--- src/rtl/core/crcc_pkg.sv ---
// Package for the counter rate calibrate and convert core.
// Holds transaction types, status and opcode constants, and the
// controller/datapath command and status structs. No dependencies.
`default_nettype none

package crcc_pkg;

    localparam logic OP_CAL  = 1'b0;
    localparam logic OP_CONV = 1'b1;

    localparam logic [2:0] ST_OK           = 3'd0;
    localparam logic [2:0] ST_ALREADY      = 3'd1;
    localparam logic [2:0] ST_NOT_COUNTING = 3'd2;
    localparam logic [2:0] ST_BACKWARDS    = 3'd3;
    localparam logic [2:0] ST_RANGE        = 3'd4;
    localparam logic [2:0] ST_UNCAL        = 3'd5;

    localparam int unsigned RATE_W   = 35;
    localparam int unsigned DIV_STEPS = 64;

    localparam logic [31:0] FREQ_RESET = 32'd3579545;
    localparam logic [63:0] RATE_CEIL  = 64'd18000000000;
    localparam logic [31:0] NS_PER_SEC = 32'd1000000000;

    typedef struct packed {
        logic        opcode;
        logic [63:0] start_count;
        logic [63:0] end_count;
        logic [31:0] ref_tick_count;
    } in_item_t;

    typedef struct packed {
        logic [2:0]  status;
        logic [63:0] result_value;
    } out_item_t;

    typedef enum logic [1:0] {
        A_SPAN = 2'd0,
        A_QUOT = 2'd1,
        A_REM  = 2'd2
    } a_sel_t;

    typedef enum logic [1:0] {
        V_ZERO = 2'd0,
        V_QUOT = 2'd1,
        V_SUM  = 2'd2
    } val_sel_t;

    typedef struct packed {
        logic       capture;
        a_sel_t     a_sel;
        logic       b_ns;
        logic       mul_en;
        logic       mul_hi;
        logic       acc_first;
        logic       acc_add;
        logic       div_start;
        logic       div_from_acc;
        logic       div_by_ticks;
        logic       save_whole;
        logic       store_rate;
        logic       out_load;
        logic [2:0] out_status;
        val_sel_t   out_sel;
    } dp_cmd_t;

    typedef struct packed {
        logic op;
        logic cal;
        logic rate_zero;
        logic freq_zero;
        logic ticks_zero;
        logic span_neg;
        logic span_zero;
        logic ovf;
        logic div_busy;
        logic q_zero;
        logic q_high;
        logic out_busy;
    } dp_stat_t;

endpackage

`default_nettype wire

--- src/rtl/core/crcc_dp.sv ---
// Datapath: input capture, span subtract, shared 32x32 multiplier with
// accumulator, shared radix-2 divider, rate state and output register.
// Depends on crcc_pkg.
`default_nettype none

module crcc_dp (
    input  wire logic               clk,
    input  wire logic               rst_n,
    input  wire crcc_pkg::in_item_t in_data,
    input  wire logic               cfg_valid,
    input  wire logic [31:0]        cfg_data,
    input  wire crcc_pkg::dp_cmd_t  cmd,
    output crcc_pkg::dp_stat_t      stat,
    output logic                    out_valid,
    input  wire logic               out_stall,
    output crcc_pkg::out_item_t     out_data
);
    import crcc_pkg::*;

    localparam int unsigned CNT_W = $clog2(DIV_STEPS);

    logic              op_reg;
    logic [63:0]       span_reg;
    logic              neg_reg;
    logic [31:0]       ticks_reg;
    logic [31:0]       freq_reg;
    logic              cal_reg;
    logic [RATE_W-1:0] rate_reg;
    logic [63:0]       prod_reg;
    logic [95:0]       acc_reg;
    logic [63:0]       whole_reg;
    logic [63:0]       dq_reg;
    logic [RATE_W-1:0] dr_reg;
    logic [RATE_W-1:0] dd_reg;
    logic [CNT_W-1:0]  cnt_reg;
    logic              busy_reg;
    logic              out_valid_reg;
    out_item_t         out_data_reg;

    logic [64:0]       diff;
    logic [63:0]       a_word;
    logic [31:0]       a_half;
    logic [31:0]       b_word;
    logic [RATE_W:0]   trial;
    logic [63:0]       out_val;

    assign diff = {1'b0, in_data.end_count} - {1'b0, in_data.start_count};

    always_comb
    begin
        case (cmd.a_sel)
            A_SPAN:  a_word = span_reg;
            A_QUOT:  a_word = dq_reg;
            A_REM:   a_word = {{(64 - RATE_W){1'b0}}, dr_reg};
            default: a_word = span_reg;
        endcase
    end

    assign a_half = cmd.mul_hi ? a_word[63:32] : a_word[31:0];
    assign b_word = cmd.b_ns ? NS_PER_SEC : freq_reg;
    assign trial  = {dr_reg, dq_reg[63]} - {1'b0, dd_reg};

    always_comb
    begin
        case (cmd.out_sel)
            V_ZERO:  out_val = 64'd0;
            V_QUOT:  out_val = dq_reg;
            V_SUM:   out_val = whole_reg + dq_reg;
            default: out_val = 64'd0;
        endcase
    end

    always_ff @(posedge clk)
    begin
        if (cmd.capture)
        begin
            op_reg    <= in_data.opcode;
            span_reg  <= diff[63:0];
            neg_reg   <= diff[64];
            ticks_reg <= in_data.ref_tick_count;
        end
        if (cmd.mul_en)
            prod_reg <= a_half * b_word;
        if (cmd.acc_first)
            acc_reg <= {32'd0, prod_reg};
        else if (cmd.acc_add)
            acc_reg <= acc_reg + {prod_reg, 32'd0};
        if (cmd.save_whole)
            whole_reg <= acc_reg[63:0];
        if (cmd.div_start)
        begin
            dq_reg <= cmd.div_from_acc ? acc_reg[63:0] : span_reg;
            dr_reg <= '0;
            dd_reg <= cmd.div_by_ticks ? {{(RATE_W - 32){1'b0}}, ticks_reg} : rate_reg;
        end
        else if (busy_reg)
        begin
            dq_reg <= {dq_reg[62:0], ~trial[RATE_W]};
            dr_reg <= trial[RATE_W] ? {dr_reg[RATE_W-2:0], dq_reg[63]} : trial[RATE_W-1:0];
        end
        if (cmd.out_load)
        begin
            out_data_reg.status       <= cmd.out_status;
            out_data_reg.result_value <= out_val;
        end
    end

    always_ff @(posedge clk or negedge rst_n)
    begin
        if (!rst_n)
        begin
            freq_reg      <= FREQ_RESET;
            cal_reg       <= 1'b0;
            rate_reg      <= '0;
            busy_reg      <= 1'b0;
            cnt_reg       <= '0;
            out_valid_reg <= 1'b0;
        end
        else
        begin
            if (cfg_valid)
                freq_reg <= cfg_data;
            if (cmd.store_rate)
            begin
                cal_reg  <= 1'b1;
                rate_reg <= dq_reg[RATE_W-1:0];
            end
            if (cmd.div_start)
            begin
                busy_reg <= 1'b1;
                cnt_reg  <= '0;
            end
            else if (busy_reg)
            begin
                cnt_reg <= cnt_reg + CNT_W'(1);
                if (cnt_reg == CNT_W'(DIV_STEPS - 1))
                    busy_reg <= 1'b0;
            end
            if (cmd.out_load)
                out_valid_reg <= 1'b1;
            else if (!out_stall)
                out_valid_reg <= 1'b0;
        end
    end

    always_comb
    begin
        stat.op         = op_reg;
        stat.cal        = cal_reg;
        stat.rate_zero  = (rate_reg == '0);
        stat.freq_zero  = (freq_reg == 32'd0);
        stat.ticks_zero = (ticks_reg == 32'd0);
        stat.span_neg   = neg_reg;
        stat.span_zero  = (span_reg == 64'd0);
        stat.ovf        = |acc_reg[95:64];
        stat.div_busy   = busy_reg;
        stat.q_zero     = (dq_reg == 64'd0);
        stat.q_high     = (dq_reg > RATE_CEIL);
        stat.out_busy   = out_valid_reg && out_stall;
    end

    assign out_valid = out_valid_reg;
    assign out_data  = out_data_reg;

    a_cal_sticky: assert property (@(posedge clk) disable iff (!rst_n)
        cal_reg |=> cal_reg)
        else $error("calibrated flag dropped");

    a_rate_range: assert property (@(posedge clk) disable iff (!rst_n)
        cal_reg |-> (rate_reg != '0) && ({{(64 - RATE_W){1'b0}}, rate_reg} <= RATE_CEIL))
        else $error("stored rate out of range");

    a_div_idle_start: assert property (@(posedge clk) disable iff (!rst_n)
        cmd.div_start |-> !busy_reg)
        else $error("divider restarted while busy");

endmodule

`default_nettype wire

--- src/rtl/core/crcc_ctrl.sv ---
// Controller: one-hot sequencer that steps the datapath through the
// checks, multiply and divide phases of each transaction.
// Depends on crcc_pkg.
`default_nettype none

module crcc_ctrl (
    input  wire logic               clk,
    input  wire logic               rst_n,
    input  wire logic               in_valid,
    output logic                    in_stall,
    input  wire crcc_pkg::dp_stat_t stat,
    output crcc_pkg::dp_cmd_t       cmd
);
    import crcc_pkg::*;

    typedef enum logic [8:0] {
        S_IDLE   = 9'b000000001,
        S_CHECK  = 9'b000000010,
        S_MUL0   = 9'b000000100,
        S_MUL1   = 9'b000001000,
        S_MUL2   = 9'b000010000,
        S_MCHK   = 9'b000100000,
        S_DIV    = 9'b001000000,
        S_DIVEND = 9'b010000000,
        S_FIN    = 9'b100000000
    } state_t;

    state_t     state_reg;
    state_t     state_next;
    logic       phase_reg;
    logic       phase_next;
    logic [2:0] fin_status_reg;
    logic [2:0] fin_status_next;
    val_sel_t   fin_sel_reg;
    val_sel_t   fin_sel_next;

    assign in_stall = (state_reg != S_IDLE);

    always_comb
    begin
        cmd             = '0;
        cmd.a_sel       = (stat.op == OP_CAL) ? A_SPAN : (phase_reg ? A_REM : A_QUOT);
        cmd.b_ns        = (stat.op == OP_CONV);
        cmd.out_status  = fin_status_reg;
        cmd.out_sel     = fin_sel_reg;
        state_next      = state_reg;
        phase_next      = phase_reg;
        fin_status_next = fin_status_reg;
        fin_sel_next    = fin_sel_reg;

        case (state_reg)
            S_IDLE:
            begin
                cmd.capture = in_valid;
                phase_next  = 1'b0;
                if (in_valid)
                    state_next = S_CHECK;
            end
            S_CHECK:
            begin
                state_next   = S_FIN;
                fin_sel_next = V_ZERO;
                if (stat.op == OP_CAL)
                begin
                    if (stat.cal)
                        fin_status_next = ST_ALREADY;
                    else if (stat.freq_zero || stat.ticks_zero)
                        fin_status_next = ST_NOT_COUNTING;
                    else if (stat.span_neg)
                        fin_status_next = ST_BACKWARDS;
                    else if (stat.span_zero)
                        fin_status_next = ST_NOT_COUNTING;
                    else
                        state_next = S_MUL0;
                end
                else
                begin
                    if (!stat.cal || stat.rate_zero)
                        fin_status_next = ST_UNCAL;
                    else if (stat.span_neg)
                        fin_status_next = ST_BACKWARDS;
                    else
                    begin
                        cmd.div_start = 1'b1;
                        state_next    = S_DIV;
                    end
                end
            end
            S_MUL0:
            begin
                cmd.mul_en = 1'b1;
                state_next = S_MUL1;
            end
            S_MUL1:
            begin
                cmd.mul_en    = 1'b1;
                cmd.mul_hi    = 1'b1;
                cmd.acc_first = 1'b1;
                state_next    = S_MUL2;
            end
            S_MUL2:
            begin
                cmd.acc_add = 1'b1;
                state_next  = S_MCHK;
            end
            S_MCHK:
            begin
                if (stat.op == OP_CAL)
                begin
                    if (stat.ovf)
                    begin
                        fin_status_next = ST_RANGE;
                        fin_sel_next    = V_ZERO;
                        state_next      = S_FIN;
                    end
                    else
                    begin
                        cmd.div_start    = 1'b1;
                        cmd.div_from_acc = 1'b1;
                        cmd.div_by_ticks = 1'b1;
                        state_next       = S_DIV;
                    end
                end
                else if (!phase_reg)
                begin
                    cmd.save_whole = 1'b1;
                    phase_next     = 1'b1;
                    state_next     = S_MUL0;
                end
                else
                begin
                    cmd.div_start    = 1'b1;
                    cmd.div_from_acc = 1'b1;
                    state_next       = S_DIV;
                end
            end
            S_DIV:
            begin
                if (!stat.div_busy)
                    state_next = S_DIVEND;
            end
            S_DIVEND:
            begin
                if (stat.op == OP_CAL)
                begin
                    state_next   = S_FIN;
                    fin_sel_next = V_ZERO;
                    if (stat.q_zero)
                        fin_status_next = ST_NOT_COUNTING;
                    else if (stat.q_high)
                        fin_status_next = ST_RANGE;
                    else
                    begin
                        cmd.store_rate  = 1'b1;
                        fin_status_next = ST_OK;
                        fin_sel_next    = V_QUOT;
                    end
                end
                else if (!phase_reg)
                    state_next = S_MUL0;
                else
                begin
                    fin_status_next = ST_OK;
                    fin_sel_next    = V_SUM;
                    state_next      = S_FIN;
                end
            end
            S_FIN:
            begin
                if (!stat.out_busy)
                begin
                    cmd.out_load = 1'b1;
                    state_next   = S_IDLE;
                end
            end
            default:
            begin
                state_next = S_IDLE;
            end
        endcase
    end

    always_ff @(posedge clk or negedge rst_n)
    begin
        if (!rst_n)
        begin
            state_reg      <= S_IDLE;
            phase_reg      <= 1'b0;
            fin_status_reg <= ST_OK;
            fin_sel_reg    <= V_ZERO;
        end
        else
        begin
            state_reg      <= state_next;
            phase_reg      <= phase_next;
            fin_status_reg <= fin_status_next;
            fin_sel_reg    <= fin_sel_next;
        end
    end

    a_no_overwrite: assert property (@(posedge clk) disable iff (!rst_n)
        cmd.out_load |-> !stat.out_busy)
        else $error("output register overwritten while stalled");

    a_accept_check: assert property (@(posedge clk) disable iff (!rst_n)
        (in_valid && !in_stall) |=> (state_reg == S_CHECK))
        else $error("accepted transaction not checked");

    a_state_onehot: assert property (@(posedge clk) disable iff (!rst_n)
        $onehot(state_reg))
        else $error("state register not one-hot");

endmodule

`default_nettype wire

--- src/rtl/core/counter_rate_calibrate_and_convert_core.sv ---
// Counter rate calibrate and convert core: measures a counter rate against
// a reference timer, then converts counter spans to nanoseconds.
// Channels: in_valid/in_stall/in_data (crcc_pkg::in_item_t) carries opcode
//   0 calibrate or 1 convert; out_valid/out_stall/out_data
//   (crcc_pkg::out_item_t) returns status and result_value, one per item.
// Config: cfg_valid/cfg_ready/cfg_data writes reference_frequency_hz;
//   cfg_ready is always high. Write only while the core is idle.
// Sequence: items rejected by the early checks go straight to the output
//   register, as does a calibrate rejected on product overflow. The
//   64-step radix-2 divider is used once by a calibrate and twice by a
//   convert, plus a shared 32x32 multiplier that builds each 64x32 product
//   in S_MUL0, S_MUL1 and S_MUL2 and hands it on in S_MCHK, which checks a
//   calibrate product for overflow.
// Throughput: one transaction at a time; the next is accepted once the
//   result has moved to the output register.
// Reset: asynchronous, active low; clears calibration, sets the reference
//   frequency to 3579545 Hz and drops out_valid.
// Stall: a stalled result holds in the output register; the next item can
//   be processed, but its result waits until the output register frees.
// Depends on crcc_pkg, crcc_ctrl, crcc_dp.
`default_nettype none

module counter_rate_calibrate_and_convert_core (
    input  wire logic                clk,
    input  wire logic                rst_n,
    input  wire logic                in_valid,
    output logic                     in_stall,
    input  wire crcc_pkg::in_item_t  in_data,
    output logic                     out_valid,
    input  wire logic                out_stall,
    output crcc_pkg::out_item_t      out_data,
    input  wire logic                cfg_valid,
    output logic                     cfg_ready,
    input  wire logic [31:0]         cfg_data
);
    import crcc_pkg::*;

    dp_cmd_t  cmd;
    dp_stat_t stat;

    assign cfg_ready = 1'b1;

    crcc_ctrl u_ctrl (
        .clk      (clk),
        .rst_n    (rst_n),
        .in_valid (in_valid),
        .in_stall (in_stall),
        .stat     (stat),
        .cmd      (cmd)
    );

    crcc_dp u_dp (
        .clk       (clk),
        .rst_n     (rst_n),
        .in_data   (in_data),
        .cfg_valid (cfg_valid && cfg_ready),
        .cfg_data  (cfg_data),
        .cmd       (cmd),
        .stat      (stat),
        .out_valid (out_valid),
        .out_stall (out_stall),
        .out_data  (out_data)
    );

endmodule

`default_nettype wire

--- config.mk ---
export PLATFORM = sky130hd
export DESIGN_NAME = counter_rate_calibrate_and_convert_core
export DESIGN_NICKNAME = d
export VERILOG_FILES = /design/src/rtl/core/crcc_pkg.sv /design/src/rtl/core/crcc_dp.sv /design/src/rtl/core/crcc_ctrl.sv /design/src/rtl/core/counter_rate_calibrate_and_convert_core.sv
export SDC_FILE = /design/constraint.sdc
export NUM_CORES = 2
export LEC_CHECK = 0
export BUFFER_PORTS_ARGS = -buffer_cell sky130_fd_sc_hd__clkbuf_2
export CAP_MARGIN = 10
export CORE_MARGIN = 5
export CORE_UTILIZATION = 48
export CTS_CLUSTER_DIAMETER = 80
export DETAILED_ROUTE_END_ITERATION = 10
export PLACE_DENSITY = 0.79
export SYNTH_ARGS = -nofsm -noshare
export SYNTH_HDL_FRONTEND = slang
export SYNTH_HIERARCHICAL = 1
export SYNTH_SLANG_ARGS = --single-unit
--- constraint.sdc ---
create_clock -name clk -period 10.9 [get_ports clk]
set_input_delay 0.545 -clock clk [delete_from_list [all_inputs] [get_ports clk]]
set_output_delay 0.545 -clock clk [all_outputs]
set_load 0.1 [all_outputs]
==> results by group <==
Outcome
  • Status: complete, no violations

Clock tree
  • H-Tree Depth: 3
  • CTS tree: yes
  • Clk sinks: 614
  • CTS buffer count: 74
  • CTS root buffer: clkbuf_16
  • Reg clk slew, reported paths: 0.06 ns
  • Worst-Skew Late Latency: 0.73 ns
  • Clock Path Buffers: 3

Floorplanning
  • Die Height: 392.7 um
  • Core region area: 0.1456 mm^2
  • Initial core utilization: 48.28%
  • # rows: 140
  • Ports: 268
  • Area of the die: 0.1542 mm^2
  • Width of the die: 392.7 um

Cells and area
  • Area growth, synth to finish: 10.77%
  • Final nets: 9309
  • Max reg flops: 96
  • Share of layout cells above drive strength 1: 11.57%

Setup path
  • Top cell by count, worst path: fa_1
  • Cells on worst reg2reg path: 36
  • R2r endpoint: u_dp/prod_reg[63]
  • CP required: 11.33 ns
  • R2r startpoint: u_ctrl/state_reg[7]
  • Flop2flop setup slack: 0.31 ns
  • Critical Path Max Stage Delay: 0.60 ns
  • Critical path class: reg -> reg
  • Critical Path Fanout Max: 41
  • WP data arrival: 11.02 ns
  • Crit-path slowest cell: fa_1
  • Crit start category: flip-flop
  • CP Capture Type: flip-flop

STA
  • Post-route clock period utilization: 97.15%
  • Tmin final: 10.59 ns
  • F_max: 0.09444 GHz
  • Worst Tran Pin Value: 1.316 ns
  • Final setup skew: 0.06745 ns
  • Pins over their slew limit: 0
  • WHS: 0.03784 ns
  • Slew margin rel.: 11.55%
  • Hold Fails Final Rpt: 0
  • Setup violations, final: 0

Logic synthesis
  • Area of the mapped netlist: 0.07028 mm^2
  • Synthesized net count: 9131
  • Average size of a mapped cell: 9.322 um^2
  • Fraction of registers with async set/reset: 14.82%
  • Post-synthesis instance total: 7540
  • Synth warn: 6
  • Netlist cell types: 108
  • Yosys top cell by area: fa_1
  • Sequential share of the synthesized area: 24.66%
  • Top cell type's share of synthesized area: 25.63%
  • Largest cells by area after synthesis: fa_1 (26%), edfxtp_1 (19%), ha_1 (8.8%), inv_1 (5.6%), nor2_1 (4.9%)
  • EDFF count, synth: 456
  • Yosys reg bits: 614
  • Dominant synthesized flop cell: edfxtp_1

Routing
  • Remaining DRCs: 0
  • First-pass iteration count of the detailed router: 7
  • Vias after detailed routing: 59205
  • Drt wl/cell: 26.42 um
  • Iter 0 DRT Violations: 6368
  • Via density: 6.096
  • ANT nets after route: 0
  • WL final: 256600 um

Min path
  • WHS Endpoint: u_dp/ticks_reg[13]
  • Hold Crit Class: in -> reg
  • Hold path depth: 1
  • Hold Crit Start: in_data[13]

Run
  • MaxCap Viol Count: 0

Placement
  • Dpl hpwl: 205800 um
  • Gpl congestion: 1.062
  • Input/output buffers: 266

Global routing
  • Largest net degree at the start of global routing: 93
  • Overflow left after global routing: 0
  • Total track usage: 33.06%
  • Vias in the first global route: 59890
  • Antenna violations before repair: 26
  • First-pass GRT wire length: 377500 um
## Yosys cell counts (all sizes together), types with 33 or more instances
| cell type | count |
|---|---|
| nor4 | 71 |
| fa | 900 |
| xor2 | 100 |
| a21o | 169 |
| a31oi | 39 |
| nor3 | 40 |
| o21bai | 45 |
| o21ai | 275 |
| dfxtp | 67 |
| o221ai | 33 |
| a311oi | 33 |
| mux2 | 109 |
| and3 | 38 |
| nand2 | 762 |
| nand2b | 89 |
| edfxtp | 456 |
| a22oi | 35 |
| ha | 493 |
| inv | 1056 |
| buf | 55 |
| and2 | 49 |
| nor2b | 99 |
| nand4 | 79 |
| dfrtp | 77 |
| nor2 | 918 |
| a21boi | 39 |
| mux2i | 83 |
| clkbuf | 349 |
| xnor2 | 175 |
| a21oi | 411 |
| nand3 | 79 |
## what timing repair did
action | CTS | global route
setup buffers | 0 | 5
hold buffers | 25 | 0
resized for setup | 0 | 67
endpoints found under the setup margin | 0 | 12
endpoints found under the hold margin | 65 | 0
## metrics by stage
| stage | setup TNS [ns] | util (%) | cells | area (um^2) | worst slack (ns) |
|---|---|---|---|---|---|
| final | 0 | 53.48 | 9712 | 77850 | 0.3111 |
| after global placement | 0 | 51.18 | 9528 | 74490 | 0.4154 |
| after detailed placement | 0 | 51.18 | 9528 | 74490 | 0.1752 |
| after global routing | -0.005993 | 53.46 | 9698 | 77820 | -0.005993 |
| after floorplan | 0 | - | 7540 | 70280 | 0.7504 |
| after CTS | 0 | 53.24 | 9691 | 77490 | 0.1191 |
## cell usage in the layout (no fill, tap or decap), drive strengths merged, types with 67 or more instances in the layout
master,instances
inv,1069
edfxtp,456
o21ai,275
mux2,109
nor4,71
nand2,762
fa,900
dfrtp,77
nor2,918
nor2b,99
a21oi,411
mux2i,83
nand2b,89
clkbuf,358
nand4,79
ha,493
xor2,100
a21o,169
nand3,79
dfxtp,67
xnor2,175
buf,215
## cell type report
cell class / instances / area (um^2)
well taps: 1917 / 2399
fillers: 12893 / 67710
inverters: 1056 / 3964
multi-input cells: 5466 / 47940
diodes: 15 / 37.54
flip-flops and latches: 614 / 17330
repair buffers: 506 / 3432
clock inverters: 46 / 728.2
clock buffers: 92 / 2022
## metal layers
layer | GRT usage (%) | wire length [um] | part of all wire [%]
met5 | 0 | 155 | 0.060
met2 | 50.20 | 110800 | 43
met4 | 19.72 | 19900 | 7.8
met1 | 41.43 | 92970 | 36
met3 | 10.52 | 32730 | 13
## worst max path at each step
| stage | start | end | slack (ns) | cells after the start |
|---|---|---|---|---|
| after floorplan | u_ctrl/state_reg[7] | u_dp/prod_reg[63] | 0.75 | 37 |
| after global placement | u_ctrl/state_reg[7] | u_dp/prod_reg[63] | 0.42 | 34 |
| after detailed placement | u_ctrl/state_reg[7] | u_dp/prod_reg[63] | 0.18 | 34 |
| after CTS | u_ctrl/state_reg[7] | u_dp/prod_reg[63] | 0.12 | 34 |
| after global routing | u_ctrl/state_reg[7] | u_dp/prod_reg[63] | -0.006 | 36 |
| final | u_ctrl/state_reg[7] | u_dp/prod_reg[63] | 0.31 | 36 |
## cells by family after synthesis
kind of cell | count (synthesis) | share of synthesized area (%)
flip-flops | 614 | 24.66
AND/OR/NAND/NOR | 2293 | 14.43
multiplexers | 192 | 2.928
other | 1 | 0.005335
adder cells (fa/ha/maj) | 1393 | 34.41
AO/OA/AOI/OAI | 1312 | 12.24
XOR/XNOR | 275 | 3.438
buffers and inverters | 1460 | 7.886
## worst max-delay path, delay by kind of cell (launching register included)
kind / cells / cell delay (ns)
fa+ha+maj: 9 / 4.44
compound gates: 13 / 2.94
xor+xnor: 1 / 0.08
simple gates: 6 / 1.22
flops: 1 / 0.47
buf+inv: 7 / 1.12
Power is left out: the tool's default activity adds up to more than one toggle a clock period on the data nets, which glitch-free logic cannot reach.
